--- src/rtl/gda_pkg.sv ---
// ----------------------------------------------------------------------------
// gda_pkg: shared types, constants and functions of the date arithmetic block
// Field widths, request codes, register indexes, payload structs and the
// calendar helpers used by the sequencer and the shared divider.
// ----------------------------------------------------------------------------
package gda_pkg;

   // field widths
   localparam int YEAR_BITS   = 16;
   localparam int AMOUNT_BITS = 16;
   localparam int DAY_W       = 5;
   localparam int MONTH_W     = 4;
   localparam int MOD_W       = 9;   // year modulo 400
   localparam int DSR_W       = 9;   // divisor width (12 or 400)

   // divider dividend: a year or a month total, whichever is wider
   localparam int DIV_W = (YEAR_BITS > AMOUNT_BITS + 1) ? YEAR_BITS : AMOUNT_BITS + 1;
   localparam int SUM_W = DIV_W + 1;
   // remaining day count: must hold one full 400-year cycle of days
   localparam int CNT_W = (AMOUNT_BITS > 18) ? AMOUNT_BITS : 18;

   localparam logic [CNT_W-1:0] CYCLE_DAYS = CNT_W'(146097);
   localparam int CYCLE_YEARS = 400;

   localparam longint unsigned YEAR_MAX_L = (64'd1 << YEAR_BITS) - 64'd1;
   localparam logic [YEAR_BITS-1:0] YEAR_MAX = '1;
   localparam logic [MOD_W-1:0] YEAR_MAX_MOD = MOD_W'(YEAR_MAX_L % 400);

   localparam logic [DSR_W-1:0] DIVISOR_400 = DSR_W'(400);
   localparam logic [DSR_W-1:0] DIVISOR_12  = DSR_W'(12);

   // reciprocal constants: exact quotient for every DIV_W-bit dividend
   localparam int RECIP_W   = DIV_W + 1;
   localparam int PROD_W    = DIV_W + RECIP_W;
   localparam int SHIFT_400 = DIV_W + 9;
   localparam int SHIFT_12  = DIV_W + 4;
   localparam logic [RECIP_W-1:0] RECIP_400 =
      RECIP_W'(((64'd1 << SHIFT_400) + 64'd399) / 64'd400);
   localparam logic [RECIP_W-1:0] RECIP_12 =
      RECIP_W'(((64'd1 << SHIFT_12) + 64'd11) / 64'd12);

   // reset date
   localparam logic [DAY_W-1:0]     RESET_DAY   = DAY_W'(22);
   localparam logic [MONTH_W-1:0]   RESET_MONTH = MONTH_W'(12);
   localparam int                   RESET_YEAR_I = 2015;
   localparam logic [YEAR_BITS-1:0] RESET_YEAR  = YEAR_BITS'(RESET_YEAR_I);
   localparam logic [MOD_W-1:0]     RESET_MOD   = MOD_W'(RESET_YEAR_I % 400);

   localparam logic [DAY_W-1:0]   LAST_DAY    = DAY_W'(31);
   localparam logic [MONTH_W-1:0] DECEMBER    = MONTH_W'(12);
   localparam logic [MONTH_W-1:0] JANUARY     = MONTH_W'(1);
   localparam logic [MONTH_W-1:0] FEBRUARY    = MONTH_W'(2);
   localparam logic [MONTH_W-1:0] MARCH       = MONTH_W'(3);
   localparam logic [DAY_W-1:0]   LEAP_DAY    = DAY_W'(29);

   // request codes
   localparam logic [1:0] REQ_SET    = 2'd0;
   localparam logic [1:0] REQ_DAYS   = 2'd1;
   localparam logic [1:0] REQ_MONTHS = 2'd2;
   localparam logic [1:0] REQ_YEARS  = 2'd3;

   // configuration register indexes
   localparam int CSR_IDX_W  = 2;
   localparam int CSR_DATA_W = YEAR_BITS;
   localparam logic [CSR_IDX_W-1:0] CSR_DEF_DAY   = 2'd0;
   localparam logic [CSR_IDX_W-1:0] CSR_DEF_MONTH = 2'd1;
   localparam logic [CSR_IDX_W-1:0] CSR_DEF_YEAR  = 2'd2;

   typedef struct packed {
      logic [1:0]             req_type;
      logic [DAY_W-1:0]       day_in;
      logic [MONTH_W-1:0]     month_in;
      logic [YEAR_BITS-1:0]   year_in;
      logic [AMOUNT_BITS-1:0] amount;
   } req_payload_type;

   typedef struct packed {
      logic [DAY_W-1:0]     day_out;
      logic [MONTH_W-1:0]   month_out;
      logic [YEAR_BITS-1:0] year_out;
      logic                 bad_date;
      logic                 year_overflow;
   } rsp_payload_type;

   // divider status back to the sequencer
   typedef struct packed {
      logic             done;
      logic [DIV_W-1:0] quotient;
      logic [DSR_W-1:0] remainder;
   } div_result_type;

   // leap year from year mod 400: divisible by 4, not a plain century
   function automatic logic is_leap(input logic [MOD_W-1:0] ymod);
      is_leap = (ymod[1:0] == 2'b00) && (ymod != MOD_W'(100)) &&
                (ymod != MOD_W'(200)) && (ymod != MOD_W'(300));
   endfunction

   // days in a month; zero for a month code outside 1..12
   function automatic logic [DAY_W-1:0] month_len(input logic [MONTH_W-1:0] m,
                                                  input logic leap);
      unique case (m) inside
         4'd2:                               month_len = leap ? DAY_W'(29) : DAY_W'(28);
         4'd4, 4'd6, 4'd9, 4'd11:            month_len = DAY_W'(30);
         4'd1, 4'd3, 4'd5, 4'd7, 4'd8, 4'd10,
         4'd12:                              month_len = DAY_W'(31);
         default:                            month_len = '0;
      endcase
   endfunction

   // year mod 400 after one more year
   function automatic logic [MOD_W-1:0] mod_next(input logic [MOD_W-1:0] ymod);
      mod_next = (ymod == MOD_W'(CYCLE_YEARS - 1)) ? '0 : ymod + MOD_W'(1);
   endfunction

endpackage

--- src/rtl/gda_div.sv ---
// ----------------------------------------------------------------------------
// gda_div: shared constant divider
// Divides a DIV_W-bit value by 12 or 400 through a reciprocal multiply, then
// forms the remainder by multiply back and subtract. Gives quotient and
// remainder with a done pulse once operands, quotient and remainder are registered in turn.
// ----------------------------------------------------------------------------
module gda_div
   import gda_pkg::*;
(
   input  logic             clock,
   input  logic             reset,
   input  logic             start,
   input  logic [DIV_W-1:0] dividend,
   input  logic [DSR_W-1:0] divisor,
   output div_result_type   result
);

   logic               quo_pend_ff, quo_pend_in;
   logic               rem_pend_ff, rem_pend_in;
   logic               done_ff, done_in;
   logic [DIV_W-1:0]   num_ff, num_in;
   logic [DSR_W-1:0]   dsr_ff, dsr_in;
   logic [DIV_W-1:0]   quo_ff, quo_in;
   logic [DSR_W-1:0]   rem_ff, rem_in;

   logic               by_12;
   logic [RECIP_W-1:0] recip;
   logic [PROD_W-1:0]  product;
   logic [DIV_W-1:0]   quo_calc;
   logic [DIV_W-1:0]   quo_times_dsr;
   logic [DIV_W-1:0]   rem_calc;

   // quotient from the reciprocal, remainder from the multiply back
   assign by_12         = (dsr_ff == DIVISOR_12);
   assign recip         = by_12 ? RECIP_12 : RECIP_400;
   assign product       = PROD_W'(num_ff) * PROD_W'(recip);
   assign quo_calc      = by_12 ? DIV_W'(product >> SHIFT_12) : DIV_W'(product >> SHIFT_400);
   assign quo_times_dsr = by_12 ? quo_ff * DIV_W'(DIVISOR_12) : quo_ff * DIV_W'(DIVISOR_400);
   assign rem_calc      = num_ff - quo_times_dsr;

   // latch operands, then quotient, then remainder
   always_comb begin
      quo_pend_in = 1'b0;
      rem_pend_in = 1'b0;
      done_in     = 1'b0;
      num_in      = num_ff;
      dsr_in      = dsr_ff;
      quo_in      = quo_ff;
      rem_in      = rem_ff;
      if (quo_pend_ff) begin
         quo_in      = quo_calc;
         rem_pend_in = 1'b1;
      end else if (rem_pend_ff) begin
         rem_in  = rem_calc[DSR_W-1:0];
         done_in = 1'b1;
      end else if (start) begin
         num_in      = dividend;
         dsr_in      = divisor;
         quo_pend_in = 1'b1;
      end
   end

   always_ff @(posedge clock) begin
      if (reset) begin
         quo_pend_ff <= 1'b0;
         rem_pend_ff <= 1'b0;
         done_ff     <= 1'b0;
      end else begin
         quo_pend_ff <= quo_pend_in;
         rem_pend_ff <= rem_pend_in;
         done_ff     <= done_in;
      end
      num_ff <= num_in;
      dsr_ff <= dsr_in;
      quo_ff <= quo_in;
      rem_ff <= rem_in;
   end

   assign result.done      = done_ff;
   assign result.quotient  = quo_ff;
   assign result.remainder = rem_ff;

endmodule

--- src/rtl/gregorian_date_arithmetic.sv ---
// ----------------------------------------------------------------------------
// gregorian_date_arithmetic: Gregorian date register with set and add requests
// Holds one valid date. Set requests validate and load a date; add requests
// move it by days, months or years, saturating at the last representable day.
//
//   Channel   Ports                        Moves
//   request   req_valid/req_ready/req_data one set or add transaction
//   response  rsp_valid/rsp_ready/rsp_data date after the transaction, flags
//   config    csr_we/csr_index/csr_wdata   write of a default date field
//
// A set or an in-range add of years makes one mod-400 pass of the shared divider; a set
// with a zero year, month or day or a month above 12, or a zero add, skips the divider.
// Add months divides by 12, then takes the new year mod 400. Add days skips
// whole 400-year cycles, then walks one month per cycle. The request side is
// ready only while the sequencer is idle; a finished response waits in its
// own register, so the next transaction can start, and only a response still
// waiting there at the next finish stalls it.
// Reset is synchronous and sets the date to 22 December 2015.
// ----------------------------------------------------------------------------
module gregorian_date_arithmetic
   import gda_pkg::*;
(
   input  logic                  clock,
   input  logic                  reset,
   input  logic                  req_valid,
   output logic                  req_ready,
   input  req_payload_type       req_data,
   output logic                  rsp_valid,
   input  logic                  rsp_ready,
   output rsp_payload_type       rsp_data,
   input  logic                  csr_we,
   input  logic [CSR_IDX_W-1:0]  csr_index,
   input  logic [CSR_DATA_W-1:0] csr_wdata
);

   localparam logic [3:0] ST_IDLE   = 4'd0;
   localparam logic [3:0] ST_SETMOD = 4'd1;
   localparam logic [3:0] ST_CYCLE  = 4'd2;
   localparam logic [3:0] ST_MONTH  = 4'd3;
   localparam logic [3:0] ST_MDIV   = 4'd4;
   localparam logic [3:0] ST_MMOD   = 4'd5;
   localparam logic [3:0] ST_YMOD   = 4'd6;
   localparam logic [3:0] ST_FINISH = 4'd7;

   logic [3:0]             state_ff, state_in;
   logic [DAY_W-1:0]       day_ff, day_in;
   logic [MONTH_W-1:0]     month_ff, month_in;
   logic [YEAR_BITS-1:0]   year_ff, year_in;
   logic [MOD_W-1:0]       mod_ff, mod_in;
   logic [CNT_W-1:0]       cnt_ff, cnt_in;
   logic [DAY_W-1:0]       nd_ff, nd_in;
   logic [MONTH_W-1:0]     nm_ff, nm_in;
   logic [YEAR_BITS-1:0]   ny_ff, ny_in;
   logic                   bad_ff, bad_in;
   logic                   ovf_ff, ovf_in;
   logic                   rsp_valid_ff, rsp_valid_in;
   rsp_payload_type        rsp_ff, rsp_in;

   logic [DAY_W-1:0]       def_day_ff;
   logic [MONTH_W-1:0]     def_month_ff;
   logic [YEAR_BITS-1:0]   def_year_ff;

   logic                   div_start;
   logic [DIV_W-1:0]       div_dividend;
   logic [DSR_W-1:0]       div_divisor;
   div_result_type         div_res;

   logic                   req_fire;
   logic [DAY_W-1:0]       set_d;
   logic [MONTH_W-1:0]     set_m;
   logic [YEAR_BITS-1:0]   set_y;
   logic [SUM_W-1:0]       years_sum;
   logic [DIV_W-1:0]       month_total;
   logic [SUM_W-1:0]       mdiv_sum;
   logic [YEAR_BITS:0]     cycle_sum;
   logic [DAY_W-1:0]       cur_len;
   logic [DAY_W-1:0]       div_len;
   logic                   div_leap;
   logic [CNT_W:0]         day_cnt_sum;
   logic [CNT_W-1:0]       month_step;
   logic [MOD_W-1:0]       div_mod;

   assign req_ready = (state_ff == ST_IDLE);
   assign req_fire  = req_valid && req_ready;

   // substitute defaults for zero fields of a set
   assign set_d = (req_data.day_in == '0)   ? def_day_ff   : req_data.day_in;
   assign set_m = (req_data.month_in == '0) ? def_month_ff : req_data.month_in;
   assign set_y = (req_data.year_in == '0)  ? def_year_ff  : req_data.year_in;

   assign years_sum   = SUM_W'(year_ff) + SUM_W'(req_data.amount);
   assign month_total = DIV_W'(month_ff - JANUARY) + DIV_W'(req_data.amount);
   assign mdiv_sum    = SUM_W'(year_ff) + SUM_W'(div_res.quotient);
   assign cycle_sum   = {1'b0, year_ff} + (YEAR_BITS + 1)'(CYCLE_YEARS);

   assign div_mod  = div_res.remainder[MOD_W-1:0];
   assign div_leap = is_leap(div_mod);
   assign cur_len  = month_len(month_ff, is_leap(mod_ff));
   assign div_len  = month_len(nm_ff, div_leap);

   assign day_cnt_sum = (CNT_W + 1)'(day_ff) + (CNT_W + 1)'(cnt_ff);
   assign month_step  = CNT_W'(cur_len) - CNT_W'(day_ff) + CNT_W'(1);

   // sequencer
   always_comb begin
      state_in     = state_ff;
      day_in       = day_ff;
      month_in     = month_ff;
      year_in      = year_ff;
      mod_in       = mod_ff;
      cnt_in       = cnt_ff;
      nd_in        = nd_ff;
      nm_in        = nm_ff;
      ny_in        = ny_ff;
      bad_in       = bad_ff;
      ovf_in       = ovf_ff;
      rsp_valid_in = rsp_valid_ff && !rsp_ready;
      rsp_in       = rsp_ff;
      div_start    = 1'b0;
      div_dividend = DIV_W'(ny_ff);
      div_divisor  = DIVISOR_400;

      unique case (state_ff)
         ST_IDLE: begin
            if (req_fire) begin
               bad_in = 1'b0;
               ovf_in = 1'b0;
               cnt_in = CNT_W'(req_data.amount);
               if (req_data.req_type == REQ_SET) begin
                  nd_in = set_d;
                  nm_in = set_m;
                  ny_in = set_y;
                  if (set_y == '0 || set_m == '0 || set_m > DECEMBER || set_d == '0) begin
                     bad_in   = 1'b1;
                     state_in = ST_FINISH;
                  end else begin
                     div_start    = 1'b1;
                     div_dividend = DIV_W'(set_y);
                     state_in     = ST_SETMOD;
                  end
               end else if (req_data.amount == '0) begin
                  state_in = ST_FINISH;
               end else if (req_data.req_type == REQ_DAYS) begin
                  state_in = ST_CYCLE;
               end else if (req_data.req_type == REQ_MONTHS) begin
                  div_start    = 1'b1;
                  div_dividend = month_total;
                  div_divisor  = DIVISOR_12;
                  state_in     = ST_MDIV;
               end else if (years_sum > SUM_W'(YEAR_MAX)) begin
                  ovf_in   = 1'b1;
                  state_in = ST_FINISH;
               end else begin
                  ny_in        = years_sum[YEAR_BITS-1:0];
                  div_start    = 1'b1;
                  div_dividend = DIV_W'(years_sum[YEAR_BITS-1:0]);
                  state_in     = ST_YMOD;
               end
            end
         end
         // validate the set date once the leap year is known
         ST_SETMOD: begin
            if (div_res.done) begin
               if (nd_ff > div_len) begin
                  bad_in = 1'b1;
               end else begin
                  day_in   = nd_ff;
                  month_in = nm_ff;
                  year_in  = ny_ff;
                  mod_in   = div_mod;
               end
               state_in = ST_FINISH;
            end
         end
         // skip whole 400-year cycles
         ST_CYCLE: begin
            if (cnt_ff >= CYCLE_DAYS) begin
               if (cycle_sum > {1'b0, YEAR_MAX}) begin
                  ovf_in   = 1'b1;
                  state_in = ST_FINISH;
               end else begin
                  year_in = cycle_sum[YEAR_BITS-1:0];
                  cnt_in  = cnt_ff - CYCLE_DAYS;
               end
            end else begin
               state_in = ST_MONTH;
            end
         end
         // walk one month per cycle
         ST_MONTH: begin
            if (cnt_ff == '0) begin
               state_in = ST_FINISH;
            end else if (day_cnt_sum <= (CNT_W + 1)'(cur_len)) begin
               day_in   = day_cnt_sum[DAY_W-1:0];
               cnt_in   = '0;
               state_in = ST_FINISH;
            end else begin
               cnt_in = cnt_ff - month_step;
               day_in = DAY_W'(1);
               if (month_ff == DECEMBER) begin
                  if (year_ff == YEAR_MAX) begin
                     ovf_in   = 1'b1;
                     state_in = ST_FINISH;
                  end else begin
                     month_in = JANUARY;
                     year_in  = year_ff + YEAR_BITS'(1);
                     mod_in   = mod_next(mod_ff);
                  end
               end else begin
                  month_in = month_ff + MONTH_W'(1);
               end
            end
         end
         // month total split into years and month, then mod 400 of new year
         ST_MDIV: begin
            if (div_res.done) begin
               if (mdiv_sum > SUM_W'(YEAR_MAX)) begin
                  ovf_in   = 1'b1;
                  state_in = ST_FINISH;
               end else begin
                  ny_in        = mdiv_sum[YEAR_BITS-1:0];
                  nm_in        = MONTH_W'(div_res.remainder) + MONTH_W'(1);
                  div_start    = 1'b1;
                  div_dividend = DIV_W'(mdiv_sum[YEAR_BITS-1:0]);
                  state_in     = ST_MMOD;
               end
            end
         end
         // roll days beyond the new month's length into the next month
         ST_MMOD: begin
            if (div_res.done) begin
               state_in = ST_FINISH;
               if (day_ff > div_len) begin
                  day_in = day_ff - div_len;
                  if (nm_ff == DECEMBER) begin
                     if (ny_ff == YEAR_MAX) begin
                        ovf_in = 1'b1;
                     end else begin
                        month_in = JANUARY;
                        year_in  = ny_ff + YEAR_BITS'(1);
                        mod_in   = mod_next(div_mod);
                     end
                  end else begin
                     month_in = nm_ff + MONTH_W'(1);
                     year_in  = ny_ff;
                     mod_in   = div_mod;
                  end
               end else begin
                  month_in = nm_ff;
                  year_in  = ny_ff;
                  mod_in   = div_mod;
               end
            end
         end
         // move a leap day that lands in a common year
         ST_YMOD: begin
            if (div_res.done) begin
               year_in = ny_ff;
               mod_in  = div_mod;
               if (month_ff == FEBRUARY && day_ff == LEAP_DAY && !div_leap) begin
                  day_in   = DAY_W'(1);
                  month_in = MARCH;
               end
               state_in = ST_FINISH;
            end
         end
         // hold until the response register is free
         ST_FINISH: begin
            if (!rsp_valid_ff || rsp_ready) begin
               rsp_valid_in          = 1'b1;
               rsp_in.day_out        = ovf_ff ? LAST_DAY : day_ff;
               rsp_in.month_out      = ovf_ff ? DECEMBER : month_ff;
               rsp_in.year_out       = ovf_ff ? YEAR_MAX : year_ff;
               rsp_in.bad_date       = bad_ff;
               rsp_in.year_overflow  = ovf_ff;
               if (ovf_ff) begin
                  day_in   = LAST_DAY;
                  month_in = DECEMBER;
                  year_in  = YEAR_MAX;
                  mod_in   = YEAR_MAX_MOD;
               end
               state_in = ST_IDLE;
            end
         end
         default: state_in = ST_IDLE;
      endcase
   end

   gda_div u_div (
      .clock    (clock),
      .reset    (reset),
      .start    (div_start),
      .dividend (div_dividend),
      .divisor  (div_divisor),
      .result   (div_res)
   );

   // date state and control
   always_ff @(posedge clock) begin
      if (reset) begin
         state_ff     <= ST_IDLE;
         day_ff       <= RESET_DAY;
         month_ff     <= RESET_MONTH;
         year_ff      <= RESET_YEAR;
         mod_ff       <= RESET_MOD;
         rsp_valid_ff <= 1'b0;
      end else begin
         state_ff     <= state_in;
         day_ff       <= day_in;
         month_ff     <= month_in;
         year_ff      <= year_in;
         mod_ff       <= mod_in;
         rsp_valid_ff <= rsp_valid_in;
      end
      cnt_ff <= cnt_in;
      nd_ff  <= nd_in;
      nm_ff  <= nm_in;
      ny_ff  <= ny_in;
      bad_ff <= bad_in;
      ovf_ff <= ovf_in;
      rsp_ff <= rsp_in;
   end

   // default date registers
   always_ff @(posedge clock) begin
      if (reset) begin
         def_day_ff   <= RESET_DAY;
         def_month_ff <= RESET_MONTH;
         def_year_ff  <= RESET_YEAR;
      end else if (csr_we) begin
         unique case (csr_index)
            CSR_DEF_DAY:   def_day_ff   <= csr_wdata[DAY_W-1:0];
            CSR_DEF_MONTH: def_month_ff <= csr_wdata[MONTH_W-1:0];
            CSR_DEF_YEAR:  def_year_ff  <= csr_wdata[YEAR_BITS-1:0];
            default: ;
         endcase
      end
   end

   assign rsp_valid = rsp_valid_ff;
   assign rsp_data  = rsp_ff;

endmodule

--- config.mk ---
export PLATFORM = sky130hd
export DESIGN_NAME = gregorian_date_arithmetic
export DESIGN_NICKNAME = d
export VERILOG_FILES = /design/src/rtl/gda_pkg.sv /design/src/rtl/gda_div.sv /design/src/rtl/gregorian_date_arithmetic.sv
export SDC_FILE = /design/constraint.sdc
export NUM_CORES = 1
export LEC_CHECK = 0
export BUFFER_PORTS_ARGS = -buffer_cell sky130_fd_sc_hd__buf_2
export CAP_MARGIN = 30
export CORE_ASPECT_RATIO = 1.2
export CORE_MARGIN = 2
export CORE_UTILIZATION = 45
export CTS_CLUSTER_DIAMETER = 150
export DETAILED_ROUTE_END_ITERATION = 8
export PLACE_DENSITY = 0.72
export SYNTH_ARGS = -nofsm -noshare
export SYNTH_HDL_FRONTEND = slang
export SYNTH_HIERARCHICAL = 1
export SYNTH_SLANG_ARGS = --single-unit
--- constraint.sdc ---
create_clock -name clock -period 13.1 [get_ports clock]
set_clock_uncertainty 0.1 [all_clocks]
set_input_delay 1.965 -clock clock [delete_from_list [all_inputs] [get_ports clock]]
set_output_delay 1.965 -clock clock [all_outputs]
set_load 0.02 [all_outputs]
# --- After elaboration in Yosys (flattened, before gate mapping) ---
# Index checks and enable logic that the tools add are counted.
op_classes:
  n_addsub: 19
  multipliers: 3
  order_cmp: 8
  n_eq_ne: 81
  n_mux: 157
  bitwise: 4
  n_reduce_logical: 61
ops:
  columns: ["operator", "n"]
  rows:
  - ["$mux W16", 28]
  - ["$mux W9", 18]
  - ["$mux W4", 30]
  - ["$pmux W16 S6", 1]
  - ["$mux W18", 5]
  - ["$mux W17", 5]
  - ["$mux W5", 11]
  - ["$pmux W18 S3", 1]
  - ["$eq A4 B3 Y1 const B", 12]
  - ["$logic_not A16 Y1", 3]
  - ["$pmux W9 S5", 1]
  - ["$eq A4 B4 Y1 const B", 10]
  - ["$mux W1", 40]
  - ["$ne A2 B2 Y1 const B", 18]
  - ["$mul A17 B18 Y35", 1]
  - ["$gt A17 B16 Y1 const B", 2]
  - ["$pmux W17 S2", 1]
  - ["$add A16 B1 Y16 const B", 2]
  - ["$eq A16 B16 Y1 const B", 2]
  - ["$pmux W16 S2", 1]
  - ["$pmux W5 S3", 2]
  - ["$pmux W5 S5", 1]
  - ["$eq A4 B2 Y1 const B", 6]
  - ["$pmux W4 S6", 1]
  - ["other kinds (68)", 131]
word_totals:
  regBits: 191
  inputBits: 66

# --- Logic depth before layout (Yosys ltp) ---
depth:
  depth_word: 12
  ltp_mapped: 26

# --- Cells and area by module ---
# Netlist, hierarchy kept.
by_module_without_submodules:
  columns: ["mod", "instances", "cells_each", "area_per_inst_um2", "seq_area_each_um2"]
  rows:
  - ["gregorian_date_arithmetic", 1, 1879, 14521.4, 3423.3]
  - ["gda_div", 1, 910, 9327.7, 1531.5]

# --- Worst setup path before layout ---
# Ideal clock, no wire load.
synth_timing:
  path_type: "register -> register"
  start: "register u_div.dsr_ff[4]"
  end: "register u_div.quo_ff[8], data pin"
  setup_time_ns: 0.274
  arrival_ns: 6.341
  required_ns: 12.726
  slack_ns: 6.384
  path_stages_with_launch: 23
  path_cell_list: "edfxtp_1 nor4_1 and4_1 clkbuf_1 buf_1 nand2_1 fa_1 inv_1 fa_1 fa_1 fa_1 fa_1 inv_1 fa_1 inv_1 ha_1 a21oi_1 o32ai_1 a31oi_1 a21oi_2 or4_1 a21oi_1 a31oi_1"
synth_between:
  elab_chain_len: 4
synth_rtl:
  columns: ["element", "line", "text"]
  rows:
  - ["start, declared", "gda_div.sv:22", "logic [DSR_W-1:0] dsr_ff, dsr_in;"]
  - ["start signal, assigned", "gda_div.sv:74", "dsr_ff <= dsr_in;"]
  - ["$eq A9 B4 Y1 (*)", "gda_div.sv:34", "assign by_12 = (dsr_ff == DIVISOR_12);"]
  - ["$mux W14", "gda_div.sv:35", "assign recip = by_12 ? RECIP_12 : RECIP_400;"]
  - ["$mul A17 B18 Y35", "gda_div.sv:36", "assign product = PROD_W'(num_ff) * PROD_W'(recip);"]
  - ["$mux W9 (*)", "gda_div.sv:37", "assign quo_calc = by_12 ? DIV_W'(product >> SHIFT_12) : DIV_W'(product >> SHIFT_400);"]
  - ["via u_div.quo_calc[8]", "gda_div.sv:29", "logic [DIV_W-1:0] quo_calc;"]
  - ["end signal, assigned", "gda_div.sv:75", "quo_ff <= quo_in;"]
  - ["end, declared", "gda_div.sv:23", "logic [DIV_W-1:0] quo_ff, quo_in;"]
# The timed path passes the listed nets; every way through them passes the cells marked *.
# A chain may end at the register's enable or synchronous reset.

# --- Final worst setup path ---
# Same ends and word-level chain as after synthesis.

==> metrics.yaml <==
synth_top_cell_area_share_pct: 15.2
critical-path-slowest-cell: "a2111oi_2"
crit_path_max_incr_delay_ps: 630
crit_path_end: "u_div/quo_ff[8]$_DFFE_PP_"
reg2reg_slack_ps: 5830
post-cts-setup-buffer-count: 0
worst_r2r_endpoint: "u_div/quo_ff[8]$_DFFE_PP_"
synth.avg_cell_area_sq_um: 8.55
critPathLaunch: "u_div/dsr_ff[4]$_DFFE_PP_"
netlist_area_sq_um: 23800
multi_input_comb_area_sq_um: 17000
yosysWarnings: 6
tritoncts.num_buffers: 17
max_freq_ghz: 0.137
route.detailed.wl_per_inst_um: 23.2
synth_seq_cells: 187
worst-path-stages: 21
cap_violations: 0
die-area_sq_um: 54900
clock-root-buffer: "clkbuf_16"
grt_pass1_wl_um: 127000
tightest_slew_ps: 1090
endpoint_kind: "flop"
register_area_sq_um: 4950
yosysUniqueCellTypes: 103
cts_sinks: 187
worst_setup_path_start_kind: "flop"
initialDrtViolationCount: 2114
synth_edf_count: 121
min_period_ps: 7270
routed_wl_um: 81800
r2r_cells: 21
cts_max_path_buffers: 2
start_util_pct: 45.4
synth_area_leaders: "edfxtp_1 15%, fa_1 14%, ha_1 14%, dfxtp_1 5.5%, inv_1 5.3%"
crit_family: "adder cells"
die_y_um: 256
design_area_sq_um: 25500
drt-pass1-iter-count: 6
setup_viol: 0
grt_remaining_overflow: 0
fin_hold_ws_ps: 353
std_cell_rows: 92
finalHoldViolations: 0
drv_slew: 0
cp_common_cell: "fa_1"
path_clk_slew_ps: 80
num_io_pins: 95
postCtsHoldBufs: 0
postPlaceCellArea_sq_um: 24900
portBuffers: 94
num_antenna_cells: 0
ant_nets: 0
ys_seq_area_share_pct: 20.8
stdcell_count: 3530
area_delta_synth_final_pct: 6.74
coreArea_sq_um: 52500
antenna_found_initial: 2
synth_top_cell_by_area: "edfxtp_1"
post_cts_resize_count: 0
r2r-start: "u_div/dsr_ff[4]$_DFFE_PP_"
drc: 0
ys_async_sr_fraction_pct: 0
dp.cells: 3497
required_ps: 13230
arrival_ps: 7410
die_w_um: 214
gp_congestion: 0.975
nets: 3302
path_cells: "nor4_1, and4_1, buf_4, nor2_1, or2_2, ha_1, inv_1, fa_1, fa_1, inv_1, fa_1, fa_1, inv_1, fa_1, inv_1, ha_1, a2111oi_2, a211oi_4, or4_1, a21oi_1, a31oi_1"
drive_gt1_share_pct: 8.71
cts_tree: "yes"
status: "completed"
cts_max_level: 4
critical_path_buf_inv_count: 5
crit_type: "flop to flop"
path_max_fanout: 30
fillers: 5122
grt_max_degree: 51
fin_tns_setup_ps: 0
clock_latency_ps: 500
via_count: 21800
first_global_vias: 22000
grtUsageTotal_pct: 30.0
max_slew_margin_pct: 27.4
via_per_inst: 6.17
dp_hpwl_um: 65100
min_path_type: "flop to flop"
rsz0062_at_grt: "false"
syn_inst: 2789
period_share_pct: 55.5
yosys_most_used_dff: "edfxtp_1"
hold_depth: 0
-- kinds of logic after synthesis --
logic type | after synthesis | synth area share, %
AO/OA/AOI/OAI | 711 | 20.2
XOR/XNOR | 108 | 3.97
adder cells (fa/ha/maj) | 424 | 27.4
buffers and inverters | 467 | 7.95
flip-flops | 187 | 20.8
multiplexers | 53 | 2.30
other | 2 | 0.0315
AND/OR/NAND/NOR | 837 | 17.4
-- worst min-delay path by stage --
stage / from / endpoint
2_1_floorplan: bad_ff$_SDFFCE_PP1P_ / rsp_data[1]$_DFFE_PP_
3_3_place_gp: ovf_ff$_SDFFCE_PP1P_ / rsp_data[0]$_DFFE_PP_
3_5_place_dp: ovf_ff$_SDFFCE_PP1P_ / rsp_data[0]$_DFFE_PP_
4_1_cts: ovf_ff$_SDFFCE_PP1P_ / rsp_data[0]$_DFFE_PP_
5_1_grt: ovf_ff$_SDFFCE_PP1P_ / rsp_data[0]$_DFFE_PP_
6_report: ovf_ff$_SDFFCE_PP1P_ / rsp_data[0]$_DFFE_PP_
-- final cells by class --
cell class                      instances  area share (%)
Multi-Input combinational cell       2141            66.9
Tap cell                              705            3.47
Inverter                              335            4.94
Timing Repair Buffer                  130            2.97
Clock inverter                         13           0.403
Sequential cell                       187            19.5
Clock buffer                           19            1.82
-- sequential cells by signal, summed over array words and instances (netlist names), 9 cells and up --
signal / cells
year_ff: 16
rsp_data: 27
ny_ff: 16
u_div/rem_ff: 9
cnt_ff: 18
u_div/num_ff: 17
u_div/dsr_ff: 9
def_year_ff: 16
u_div/quo_ff: 14
mod_ff: 9
-- routing by layer --
layer | track usage, % | routed length (um) | share of wire, %
met1 | 34.2 | 30700 | 37
met2 | 53.6 | 41200 | 50
met3 | 4.40 | 4830 | 5.9
met4 | 17.0 | 5070 | 6.2
met5 | 0 | 23 | 0.028
-- synth_stat cells, types with 42 or more instances --
| master | n |
|---|---|
| a21o_1 | 45 |
| a21oi_1 | 178 |
| clkbuf_1 | 90 |
| dfxtp_1 | 66 |
| edfxtp_1 | 121 |
| fa_1 | 164 |
| ha_1 | 260 |
| inv_1 | 334 |
| mux2i_1 | 42 |
| nand2_1 | 206 |
| nand3_1 | 86 |
| nor2_1 | 205 |
| nor3_1 | 69 |
| o21ai_0 | 140 |
| xnor2_1 | 58 |
| xor2_1 | 50 |
-- metrics by stage --
stage          setup slack (ps)  utilization (%)
6_report                   5830             48.5
5_1_grt                    5490             48.5
4_1_cts                    5850             48.5
3_5_place_dp               5860             47.4
3_3_place_gp               6030             47.3
2_1_floorplan              6380                -
-- placed cells by master (no fill, tap or decap), types with 10 or more instances in the layout --
cell type,instances
a221oi_1,16
or2_2,34
mux2_2,10
nand2b_1,19
a31oi_1,39
a21o_1,45
o211ai_1,26
or4_1,12
buf_2,96
edfxtp_1,121
o221ai_1,15
a211o_1,12
nor2b_1,25
inv_1,334
a21oi_1,178
nor3_1,68
nor3b_1,14
and2_1,22
a311oi_1,14
o21ai_0,140
or3_1,25
and3_1,26
buf_4,31
nor4_1,31
nand3_1,86
xnor2_1,58
o22ai_1,14
nand2_1,206
mux2i_1,42
xor2_1,50
dfxtp_1,66
fa_1,164
o31ai_1,18
ha_1,260
a211oi_1,41
clkbuf_16,18
nand4_1,24
o21a_1,19
nor2_1,204
-- worst register-to-register path, delay by kind of cell, from the launching register on --
kind,cells,cell delay (ps)
buf+inv,5,600
fa+ha+maj,7,3260
simple gates,5,1610
compound gates,4,1070
flops,1,360
Power is not shown: default switching activity piles up to over one toggle a cycle in this logic, so the estimate is an artifact.
